--- src/rtl/core/mpp_pkg.sv ---
// Shared types and codes of the metric payload parser.
// Input beat, result beat and run buffer types; no dependencies.
package mpp_pkg;

  localparam int RunSlots = 3;

  localparam logic [2:0] KIND_HEADER = 3'd0;
  localparam logic [2:0] KIND_NAME   = 3'd1;
  localparam logic [2:0] KIND_VALUE  = 3'd2;
  localparam logic [2:0] KIND_METRIC = 3'd3;
  localparam logic [2:0] KIND_PACKET = 3'd4;
  localparam logic [2:0] KIND_ERROR  = 3'd5;

  localparam logic ERR_LENGTH = 1'b0;
  localparam logic ERR_COUNT  = 1'b1;

  localparam logic [7:0] CFG_MAX_METRIC_COUNT = 8'd0;
  localparam logic [7:0] CFG_MIN_PACKET_BYTES = 8'd1;

  typedef struct packed {
    logic [7:0]  byte_value;
    logic        packet_start;
    logic [16:0] bytes_left;
  } in_t;

  typedef struct packed {
    logic [2:0]  result_kind;
    logic [7:0]  byte_out;
    logic        alias_used;
    logic [63:0] alias_or_seq;
    logic [31:0] type_code;
    logic [63:0] value_bits;
    logic        value_present;
    logic        is_null;
    logic [15:0] metric_total;
    logic        error_code;
    logic        last_of_run;
  } out_t;

  typedef struct packed {
    logic [1:0]           cnt;
    out_t [RunSlots-1:0]  slot;
  } run_t;

endpackage

--- src/rtl/core/metric_payload_parser_top.sv ---
// Top level of the metric payload parser.
// Depends on mpp_pkg, mpp_parser and mpp_run_buf.
//
// Usage:
//   in_*  : one packet byte per beat, tagged with packet_start and bytes_left.
//   out_* : one result per beat (header, name byte, value byte, metric done,
//           packet done, error); last_of_run marks the final result of a byte.
//   cfg_* : register writes (index 0 max_metric_count, index 1
//           min_packet_bytes); cfg_ready is always high. Write only when idle.
// Latency: the first result of a byte shows on out_* the cycle after the beat.
// Throughput: one byte per cycle while each byte yields at most one result
//   and out_stall is low; a byte that yields k results (k up to 3) raises
//   in_stall until the single result port, draining the run buffer one beat
//   a cycle, reaches the last result of that byte.
// Stall: while out_stall is high the current result holds, and in_stall
//   rises once the run buffer cannot take the next byte's results.
// Reset: synchronous, active low; drop any pending results, return the parser
//   to idle and restore the register defaults (10000 metrics, 24 bytes).
module metric_payload_parser_top #(
  parameter int MAX_PACKET_BYTES = 65536
) (
  input  logic           clk,
  input  logic           rst_n,
  input  logic           in_valid,
  output logic           in_stall,
  input  mpp_pkg::in_t   in_data,
  output logic           out_valid,
  input  logic           out_stall,
  output mpp_pkg::out_t  out_data,
  input  logic           cfg_valid,
  output logic           cfg_ready,
  input  logic [7:0]     cfg_index,
  input  logic [15:0]    cfg_data
);
  import mpp_pkg::*;

  run_t run;
  logic can_load;
  logic accept;

  // Take a beat only when the run buffer has room for all of its results.
  assign in_stall  = !can_load;
  assign accept    = in_valid && can_load;
  assign cfg_ready = 1'b1;

  mpp_parser #(
    .MAX_PACKET_BYTES(MAX_PACKET_BYTES)
  ) u_parser (
    .clk       (clk),
    .rst_n     (rst_n),
    .accept    (accept),
    .in_data   (in_data),
    .cfg_we    (cfg_valid && cfg_ready),
    .cfg_index (cfg_index),
    .cfg_data  (cfg_data),
    .run       (run)
  );

  mpp_run_buf u_run_buf (
    .clk       (clk),
    .rst_n     (rst_n),
    .load      (accept),
    .run       (run),
    .can_load  (can_load),
    .out_valid (out_valid),
    .out_stall (out_stall),
    .out_data  (out_data)
  );

endmodule

--- src/rtl/core/mpp_parser.sv ---
// Parse state, configuration registers and the per-beat decode logic.
// Depends on mpp_pkg; produces the run of results for each accepted beat.
module mpp_parser #(
  parameter int MAX_PACKET_BYTES = 65536
) (
  input  logic            clk,
  input  logic            rst_n,
  input  logic            accept,
  input  mpp_pkg::in_t    in_data,
  input  logic            cfg_we,
  input  logic [7:0]      cfg_index,
  input  logic [15:0]     cfg_data,
  output mpp_pkg::run_t   run
);
  import mpp_pkg::*;

  localparam logic [3:0] PH_IDLE = 4'd0, PH_TS = 4'd1, PH_SEQ = 4'd2, PH_COUNT = 4'd3,
                         PH_FLAG = 4'd4, PH_ALIAS = 4'd5, PH_NAMELEN = 4'd6,
                         PH_NAME = 4'd7, PH_TYPE = 4'd8, PH_SCALAR = 4'd9,
                         PH_SLEN = 4'd10, PH_SDATA = 4'd11;
  localparam logic [24:0] MaxBytes = 25'(MAX_PACKET_BYTES);

  logic [15:0] max_cnt_r;
  logic [7:0]  min_bytes_r;
  logic [3:0]  ph_r, ph_nxt;
  logic [63:0] sh_r, sh_nxt;
  logic [16:0] tg_r, tg_nxt;
  logic [63:0] ts_r, ts_nxt, sq_r, sq_nxt, ma_r, ma_nxt;
  logic [15:0] mexp_r, mexp_nxt, mseen_r, mseen_nxt;
  logic        af_r, af_nxt;
  logic [31:0] mt_r, mt_nxt;

  function automatic logic [3:0] scalar_size(input logic [31:0] t);
    case (t)
      32'd1, 32'd5, 32'd11: scalar_size = 4'd1;
      32'd2, 32'd6:         scalar_size = 4'd2;
      32'd3, 32'd7, 32'd9:  scalar_size = 4'd4;
      32'd4, 32'd8, 32'd10: scalar_size = 4'd8;
      default:              scalar_size = 4'd0;
    endcase
  endfunction

  function automatic logic [63:0] scalar_bits(input logic [31:0] t, input logic [63:0] v);
    case (t)
      32'd1:   scalar_bits = {{56{v[7]}}, v[7:0]};
      32'd2:   scalar_bits = {{48{v[15]}}, v[15:0]};
      32'd3:   scalar_bits = {{32{v[31]}}, v[31:0]};
      32'd11:  scalar_bits = {63'd0, v != 64'd0};
      default: scalar_bits = v;
    endcase
  endfunction

  function automatic out_t mk(input logic [2:0] kind, input logic [7:0] b,
                              input logic au, input logic [63:0] aos,
                              input logic [31:0] t, input logic [63:0] bits,
                              input logic pres, input logic nul,
                              input logic [15:0] cnt, input logic err);
    out_t o;
    o.result_kind = kind;  o.byte_out = b;       o.alias_used = au;
    o.alias_or_seq = aos;  o.type_code = t;      o.value_bits = bits;
    o.value_present = pres; o.is_null = nul;     o.metric_total = cnt;
    o.error_code = err;    o.last_of_run = 1'b0;
    mk = o;
  endfunction

  always_comb begin
    logic [16:0] rem, after, tg_dec;
    logic [63:0] shn;
    logic [3:0]  sz;
    logic [1:0]  n;
    logic        skip, do_stype, do_mdone, do_next, do_pdone;
    logic [63:0] md_bits;
    logic        md_pres, md_null;
    out_t        e;
    out_t [RunSlots-1:0] slots;

    ph_nxt = ph_r;  sh_nxt = sh_r;  tg_nxt = tg_r;  ts_nxt = ts_r;  sq_nxt = sq_r;
    mexp_nxt = mexp_r;  mseen_nxt = mseen_r;  af_nxt = af_r;  ma_nxt = ma_r;  mt_nxt = mt_r;
    slots = '0;  n = 2'd0;  skip = 1'b0;  e = '0;
    do_stype = 1'b0;  do_mdone = 1'b0;  do_next = 1'b0;  do_pdone = 1'b0;
    md_bits = '0;  md_pres = 1'b0;  md_null = 1'b0;
    rem = (in_data.bytes_left == 17'd0) ? 17'd1 : in_data.bytes_left;
    after = rem - 17'd1;
    shn = {sh_r[55:0], in_data.byte_value};
    tg_dec = tg_r - 17'd1;
    sz = 4'd0;

    if (in_data.packet_start) begin
      if (rem < {9'd0, min_bytes_r} || {8'd0, rem} > MaxBytes) begin
        e = mk(KIND_ERROR, 8'd0, 1'b0, '0, '0, '0, 1'b0, 1'b0, '0, ERR_LENGTH);
        slots[n] = e;  n = n + 2'd1;
        ph_nxt = PH_IDLE;
        skip = 1'b1;
      end else begin
        ph_nxt = PH_TS;  sh_nxt = '0;  tg_nxt = 17'd8;
        mexp_nxt = '0;  mseen_nxt = '0;
      end
    end

    if (!skip && ph_nxt != PH_IDLE) begin
      // A start beat always lands in the timestamp phase with a fresh field.
      if (in_data.packet_start) begin
        shn = {56'd0, in_data.byte_value};
        tg_dec = 17'd7;
      end
      unique case (ph_nxt)
        PH_FLAG: begin
          af_nxt = in_data.byte_value != 8'd0;
          ma_nxt = '0;  mt_nxt = '0;
          if (af_nxt) begin
            if (after < 17'd8) do_pdone = 1'b1;
            else begin ph_nxt = PH_ALIAS; sh_nxt = '0; tg_nxt = 17'd8; end
          end else begin
            if (after < 17'd4) do_pdone = 1'b1;
            else begin ph_nxt = PH_NAMELEN; sh_nxt = '0; tg_nxt = 17'd4; end
          end
        end
        PH_NAME, PH_SDATA: begin
          e = mk((ph_nxt == PH_NAME) ? KIND_NAME : KIND_VALUE, in_data.byte_value,
                 1'b0, '0, '0, '0, 1'b0, 1'b0, '0, 1'b0);
          slots[n] = e;  n = n + 2'd1;
          tg_nxt = tg_dec;
          if (tg_dec == 17'd0) begin
            if (ph_nxt == PH_NAME) do_stype = 1'b1;
            else begin do_mdone = 1'b1; md_pres = 1'b1; end
          end
        end
        default: begin
          sh_nxt = shn;
          tg_nxt = tg_dec;
          if (tg_dec == 17'd0) begin
            unique case (ph_nxt)
              PH_TS: begin
                ts_nxt = shn;  ph_nxt = PH_SEQ;  sh_nxt = '0;  tg_nxt = 17'd8;
              end
              PH_SEQ: begin
                sq_nxt = shn;  ph_nxt = PH_COUNT;  sh_nxt = '0;  tg_nxt = 17'd4;
              end
              PH_COUNT: begin
                if (shn > {48'd0, max_cnt_r}) begin
                  e = mk(KIND_ERROR, 8'd0, 1'b0, '0, '0, '0, 1'b0, 1'b0, '0, ERR_COUNT);
                  slots[n] = e;  n = n + 2'd1;
                  ph_nxt = PH_IDLE;
                end else begin
                  mexp_nxt = shn[15:0];  mseen_nxt = '0;
                  e = mk(KIND_HEADER, 8'd0, 1'b0, sq_r, '0, ts_r, 1'b0, 1'b0,
                         shn[15:0], 1'b0);
                  slots[n] = e;  n = n + 2'd1;
                  do_next = 1'b1;
                end
              end
              PH_ALIAS: begin
                ma_nxt = shn;  do_stype = 1'b1;
              end
              PH_NAMELEN: begin
                if (shn == 64'd0 || shn > {47'd0, after}) do_stype = 1'b1;
                else begin ph_nxt = PH_NAME; sh_nxt = '0; tg_nxt = shn[16:0]; end
              end
              PH_TYPE: begin
                mt_nxt = shn[31:0];
                sz = scalar_size(shn[31:0]);
                if (sz != 4'd0) begin
                  if (after < {13'd0, sz}) do_mdone = 1'b1;
                  else begin ph_nxt = PH_SCALAR; sh_nxt = '0; tg_nxt = {13'd0, sz}; end
                end else if (shn[31:0] == 32'd12 || shn[31:0] == 32'd14 ||
                             shn[31:0] == 32'd17) begin
                  if (after < 17'd4) do_mdone = 1'b1;
                  else begin ph_nxt = PH_SLEN; sh_nxt = '0; tg_nxt = 17'd4; end
                end else begin
                  do_mdone = 1'b1;  md_null = 1'b1;
                end
              end
              PH_SCALAR: begin
                do_mdone = 1'b1;  md_pres = 1'b1;
                md_bits = scalar_bits(mt_r, shn);
              end
              PH_SLEN: begin
                if (shn > {47'd0, after}) do_mdone = 1'b1;
                else if (shn == 64'd0) begin do_mdone = 1'b1; md_pres = 1'b1; end
                else begin ph_nxt = PH_SDATA; sh_nxt = '0; tg_nxt = shn[16:0]; end
              end
              default: ph_nxt = PH_IDLE;
            endcase
          end
        end
      endcase

      if (do_stype) begin
        if (after < 17'd4) do_pdone = 1'b1;
        else begin ph_nxt = PH_TYPE; sh_nxt = '0; tg_nxt = 17'd4; end
      end
      if (do_mdone) begin
        e = mk(KIND_METRIC, 8'd0, af_nxt, af_nxt ? ma_nxt : 64'd0, mt_nxt, md_bits,
               md_pres, md_null, '0, 1'b0);
        slots[n] = e;  n = n + 2'd1;
        mseen_nxt = mseen_nxt + 16'd1;
        do_next = 1'b1;
      end
      if (do_next) begin
        if (mseen_nxt >= mexp_nxt || after == 17'd0) do_pdone = 1'b1;
        else ph_nxt = PH_FLAG;
      end
      if (do_pdone) begin
        e = mk(KIND_PACKET, 8'd0, 1'b0, '0, '0, '0, 1'b0, 1'b0, mseen_nxt, 1'b0);
        slots[n] = e;  n = n + 2'd1;
        ph_nxt = PH_IDLE;
      end
      // Close the packet when the tag says this was its last byte.
      if (ph_nxt != PH_IDLE && after == 17'd0) begin
        if (ph_nxt == PH_TS || ph_nxt == PH_SEQ || ph_nxt == PH_COUNT)
          e = mk(KIND_ERROR, 8'd0, 1'b0, '0, '0, '0, 1'b0, 1'b0, '0, ERR_LENGTH);
        else
          e = mk(KIND_PACKET, 8'd0, 1'b0, '0, '0, '0, 1'b0, 1'b0, mseen_nxt, 1'b0);
        slots[n] = e;  n = n + 2'd1;
        ph_nxt = PH_IDLE;
      end
    end

    if (n != 2'd0) slots[n - 2'd1].last_of_run = 1'b1;
    run.cnt = n;
    run.slot = slots;
  end

  always_ff @(posedge clk) begin
    if (!rst_n) begin
      max_cnt_r <= 16'd10000;  min_bytes_r <= 8'd24;
      ph_r <= PH_IDLE;  sh_r <= '0;  tg_r <= '0;  ts_r <= '0;  sq_r <= '0;
      mexp_r <= '0;  mseen_r <= '0;  af_r <= 1'b0;  ma_r <= '0;  mt_r <= '0;
    end else begin
      if (cfg_we) begin
        unique case (cfg_index)
          CFG_MAX_METRIC_COUNT: max_cnt_r <= cfg_data;
          CFG_MIN_PACKET_BYTES: min_bytes_r <= cfg_data[7:0];
          default: ;
        endcase
      end
      if (accept) begin
        ph_r <= ph_nxt;  sh_r <= sh_nxt;  tg_r <= tg_nxt;  ts_r <= ts_nxt;  sq_r <= sq_nxt;
        mexp_r <= mexp_nxt;  mseen_r <= mseen_nxt;  af_r <= af_nxt;  ma_r <= ma_nxt;
        mt_r <= mt_nxt;
      end
    end
  end

endmodule

--- src/rtl/core/mpp_run_buf.sv ---
// Result run buffer: holds the results of one beat and hands them out in order.
// Depends on mpp_pkg.
module mpp_run_buf (
  input  logic           clk,
  input  logic           rst_n,
  input  logic           load,
  input  mpp_pkg::run_t  run,
  output logic           can_load,
  output logic           out_valid,
  input  logic           out_stall,
  output mpp_pkg::out_t  out_data
);
  import mpp_pkg::*;

  logic [1:0]           cnt_r, cnt_nxt;
  out_t [RunSlots-1:0]  slot_r;
  logic                 pop;

  assign out_valid = cnt_r != 2'd0;
  assign out_data  = slot_r[0];
  assign pop       = out_valid && !out_stall;
  assign can_load  = (cnt_r == 2'd0) || (cnt_r == 2'd1 && pop);

  always_comb begin
    cnt_nxt = cnt_r;
    if (load)     cnt_nxt = run.cnt;
    else if (pop) cnt_nxt = cnt_r - 2'd1;
  end

  always_ff @(posedge clk) begin
    if (!rst_n) begin
      cnt_r <= 2'd0;
    end else begin
      cnt_r <= cnt_nxt;
    end
  end

  // Payload: load a whole run, or advance one slot per popped beat.
  always_ff @(posedge clk) begin
    if (load) begin
      slot_r <= run.slot;
    end else if (pop) begin
      slot_r <= {out_t'('0), slot_r[RunSlots-1:1]};
    end
  end

endmodule
--- config.mk ---
export PLATFORM = sky130hd
export DESIGN_NAME = metric_payload_parser_top
export DESIGN_NICKNAME = d
export VERILOG_FILES = /design/src/rtl/core/mpp_pkg.sv /design/src/rtl/core/metric_payload_parser_top.sv /design/src/rtl/core/mpp_parser.sv /design/src/rtl/core/mpp_run_buf.sv
export SDC_FILE = /design/constraint.sdc
export NUM_CORES = 2
export LEC_CHECK = 0
export BUFFER_PORTS_ARGS = -buffer_cell sky130_fd_sc_hd__buf_2
export CAP_MARGIN = 20
export CELL_PAD_IN_SITES_DETAIL_PLACEMENT = 1
export CELL_PAD_IN_SITES_GLOBAL_PLACEMENT = 2
export CORE_MARGIN = 2
export CORE_UTILIZATION = 36
export CTS_CLUSTER_DIAMETER = 80
export DETAILED_ROUTE_END_ITERATION = 7
export GPL_ROUTABILITY_DRIVEN = 1
export MAX_ROUTING_LAYER = met4
export PLACE_DENSITY = 0.87
export SLEW_MARGIN = 5
export SYNTH_ARGS = -nofsm -noshare
export SYNTH_HDL_FRONTEND = slang
export SYNTH_SLANG_ARGS = --single-unit
--- constraint.sdc ---
create_clock -name clk -period 52.7 [get_ports clk]
set_input_delay 10.54 -clock clk [delete_from_list [all_inputs] [get_ports clk]]
set_output_delay 10.54 -clock clk [all_outputs]
set_load 0.005 [all_outputs]
==> run_results.csv <==
group,metric,value,unit
flow_run,maxCapViolations,0,
yosys,synth_area,44500,sq um
worst_setup_path,crit_fanout,3,
yosys,async_flop_share,0,
pwr,p_leak,0.0180,uW
grt,grt.overflow.total,0,
pwr,irDropWorstVdd,0.0277,mV
die,die_area,127000,sq um
detailed_routing,drc,0,
worst_hold_path,hold-path-endpoint,"u_parser.ts_r[0]",
clock_network,cts_sinks,927,
detailed_routing,num_vias,35226,
worst_setup_path,cp_cell_sequence,"buf_2 -> inv_1 -> a21oi_1 -> buf_2",
clock_network,postCtsSetupBuffers,0,
clock_network,htree_levels,3,
worst_setup_path,cp_common_cell,"buf_2",
detailed_routing,top_layer_used,"met4",
die,rows,129,
worst_setup_path,cp.required,42.16,ns
timing,hold-worst-slack,0.455,ns
yosys,synthFlopType,"edfxtp_1",
clock_network,cts.reportedPaths.clkPinSlew,0.06,ns
final_layout,final_nets,4660,
timing,slew_headroom,0.240,
worst_hold_path,min-delay-start,"u_parser.ts_r[0]",
yosys,syn_inst,4626,
die,fp.coreArea,123000,sq um
placement,gp_congestion,0.909,
worst_setup_path,r2r_end,"u_run_buf.out_data[133]",
detailed_routing,drt-initial-drc-count,3087,
timing,timing.final.crit_share,0.411,
die,initial_core_util,0.362,
clock_network,cts_buffer_depth,3,
timing,worst_slew_pin_slew,1.14,ns
timing,fin_tns_setup,0,ns
detailed_routing,wl_met2,70600,microns
worst_setup_path,slowest_stage,"a21oi_1",
worst_hold_path,min_path_type,"reg -> reg",
final_layout,seq_area,24200,sq um
clock_network,cts_hold_buf,0,
die,io_pins,250,
placement,dp_hpwl,92600,microns
yosys,synth_cell_type_count,90,
die,die_h,356,microns
final_layout,final_common_cell,"nand2_1",
detailed_routing,wl_met1,65400,microns
placement,io_buffers,248,
worst_setup_path,startpoint_type,"primary input",
grt,grt_start_max_net_pins,189,
clock_network,cts_buffers,102,
detailed_routing,wl_per_cell,23.9,microns
yosys,ys_seq_area_frac,0.544,
final_layout,area_delta_synth_final,10.5,%
yosys,synth_edf_count,567,
timing,setup_violations,0,
worst_setup_path,reg2reg_depth,35,
timing,fin_skew,0.0598,ns
worst_setup_path,crit_type,"in -> out",
worst_setup_path,crit_buf_inv,3,
grt,grtUsageTotal,0.239,
final_layout,final_cell_mix,"840 x nand2_1, 567 x edfxtp_1, 425 x o21ai_0",
timing,finalMaxSlewViolations,0,
worst_setup_path,reg2reg_slack,42.73,ns
timing,period_needed,21.64,ns
timing,grt_setup_unrepaired,"no",
final_layout,multi_input_area,17400,sq um
clock_network,cts_tree,"yes",
worst_setup_path,cp_top_family,"buffers and inverters",
detailed_routing,route.met3.wl,8900,microns
grt,grt_pass1_vias,35733,
worst_setup_path,slowest_delay,0.22,ns
pwr,power.density,37.5,nW/um^2
yosys,ys_ff_latch,927,
timing,fmax,46.2,MHz
worst_setup_path,critPathCaptureType,"output pin",
final_layout,fillers,13866,
worst_setup_path,cp.arrival,11.10,ns
worst_hold_path,min_delay_path_depth,2,
worst_setup_path,r2r_start,"u_parser.sh_r[9]",
grt,antenna_found_initial,7,
yosys,synth_area_per_cell,9.63,sq um
detailed_routing,ant_nets,0,
clock_network,clock_latency,0.72,ns
final_layout,drive_gt1_frac,0.117,
grt,grt_first_pass_wirelength,226000,microns
detailed_routing,vias_per_cell,5.63,
detailed_routing,routed_wl,149000,microns
die,die_x,356,microns
timing,hold_viol,0,
clock_network,cts_resized,0,
status,run_status,"finished clean",
yosys,yosysWarnings,0,
detailed_routing,drtPass1Iterations,6,
clock_network,clockRootBuffer,"clkbuf_16",
worst min-delay path, cell delays in order (launching register included):
cell     delay [ns]
dfxtp_1        0.31
nand2_1        0.05
a21oi_1        0.05
cell families after synthesis:
group,share of synthesized area
AOI/OAI and AO/OA,0.185
buffers and inverters,0.0708
adders and majority gates,0.0207
muxes,0.00635
and+or+nand+nor,0.165
xor gates and xnor gates,0.00775
DFF,0.544
other,0.000169
cell usage after synthesis (4+ instances only):
library cell | n | share of area
a211oi_1 | 8 | 0.0013
a21boi_0 | 123 | 0.021
a21o_1 | 20 | 0.0034
a21oi_1 | 234 | 0.026
a22o_1 | 71 | 0.014
a22oi_1 | 173 | 0.029
a31oi_1 | 14 | 0.0020
and2_1 | 31 | 0.0044
and3_1 | 25 | 0.0035
and4_1 | 8 | 0.0016
buf_1 | 15 | 0.0013
buf_2 | 34 | 0.0038
buf_4 | 195 | 0.033
buf_6 | 8 | 0.0020
clkbuf_1 | 277 | 0.023
clkinv_1 | 5 | 0.00042
dfxtp_1 | 360 | 0.16
edfxtp_1 | 567 | 0.38
ha_1 | 73 | 0.021
inv_1 | 84 | 0.0071
mux2i_1 | 26 | 0.0058
nand2_1 | 841 | 0.071
nand2b_1 | 11 | 0.0015
nand3_1 | 50 | 0.0056
nand4_1 | 23 | 0.0032
nor2_1 | 372 | 0.031
nor2b_1 | 148 | 0.021
nor3_1 | 37 | 0.0042
nor3_2 | 4 | 0.00090
nor3b_1 | 4 | 0.00067
nor4_1 | 36 | 0.0051
o211a_1 | 83 | 0.019
o211ai_1 | 13 | 0.0022
o21a_1 | 13 | 0.0022
o21ai_0 | 427 | 0.048
o21ai_1 | 59 | 0.0066
o31a_1 | 5 | 0.00098
o31ai_1 | 8 | 0.0013
or2_1 | 4 | 0.00056
or2_2 | 9 | 0.0013
or3_1 | 14 | 0.0020
or4_1 | 11 | 0.0019
xnor2_1 | 22 | 0.0043
xor2_1 | 13 | 0.0026
worst max path at each step:
stage                                        to  slack (ns)      start  depth (start not counted)
after floorplan           u_run_buf.out_data[0]        0.54  out_stall                          1
after global placement                 in_stall       31.10  out_stall                          4
after detailed placement               in_stall       31.07  out_stall                          4
after CTS                              in_stall       31.05  out_stall                          4
after global routing                   in_stall       30.97  out_stall                          4
final                                  in_stall       31.06  out_stall                          4
flip-flops by register name (all words and copies together), names as in the netlist:
register	flops
u_run_buf.out_data	192
u_parser.ma_r	64
u_parser.mseen_r	16
u_parser.sh_r	56
u_parser.mexp_r	16
u_parser.af_r	1
u_parser.ts_r	64
u_parser.max_cnt_r	16
u_run_buf.cnt_r	2
u_parser.min_bytes_r	8
u_run_buf.slot_r	375
u_parser.sq_r	64
u_parser.mt_r	32
u_parser.tg_r	17
u_parser.ph_r	4
final cells by class:
cell class	instances	share of cell area
Antenna cell	1	0.0000508
Clock buffer	146	0.0595
Clock inverter	47	0.00963
Inverter	89	0.00679
Multi-Input combinational cell	3089	0.353
Sequential cell	927	0.492
Tap cell	1637	0.0416
Timing Repair Buffer	323	0.0375
per-stage QoR:
step / setup WS, ns / area (sq um) / total power (uW) / utilization / instances
2_1_floorplan: 0.540 / 44600 / 1190 / - / 4634
4_1_cts: 31.05 / 49200 / 1860 / 0.400 / 6256
6_report: 31.06 / 49200 / 1840 / 0.400 / 6259
5_1_grt: 30.97 / 49200 / 1910 / 0.400 / 6258
3_5_place_dp: 31.07 / 45800 / 1140 / 0.372 / 6063
3_3_place_gp: 31.10 / 45800 / 1130 / 0.372 / 6063
layer usage:
layer,GRT usage,vias up
li1,-,15978
met1,0.315,17909
met2,0.381,1129
met3,0.0296,210
met4,0.0786,0
met5,-,-
where the power goes:
group / internal [uW] / total [uW] / switching (uW) / leakage, uW
combinational: 67.7 / 207 / 139 / 0.00771
sequential: 876 / 912 / 36.3 / 0.00866
clock: 410 / 725 / 314 / 0.00167
total: 1350 / 1840 / 490 / 0.0180
Power figures use the tool's default switching activity.
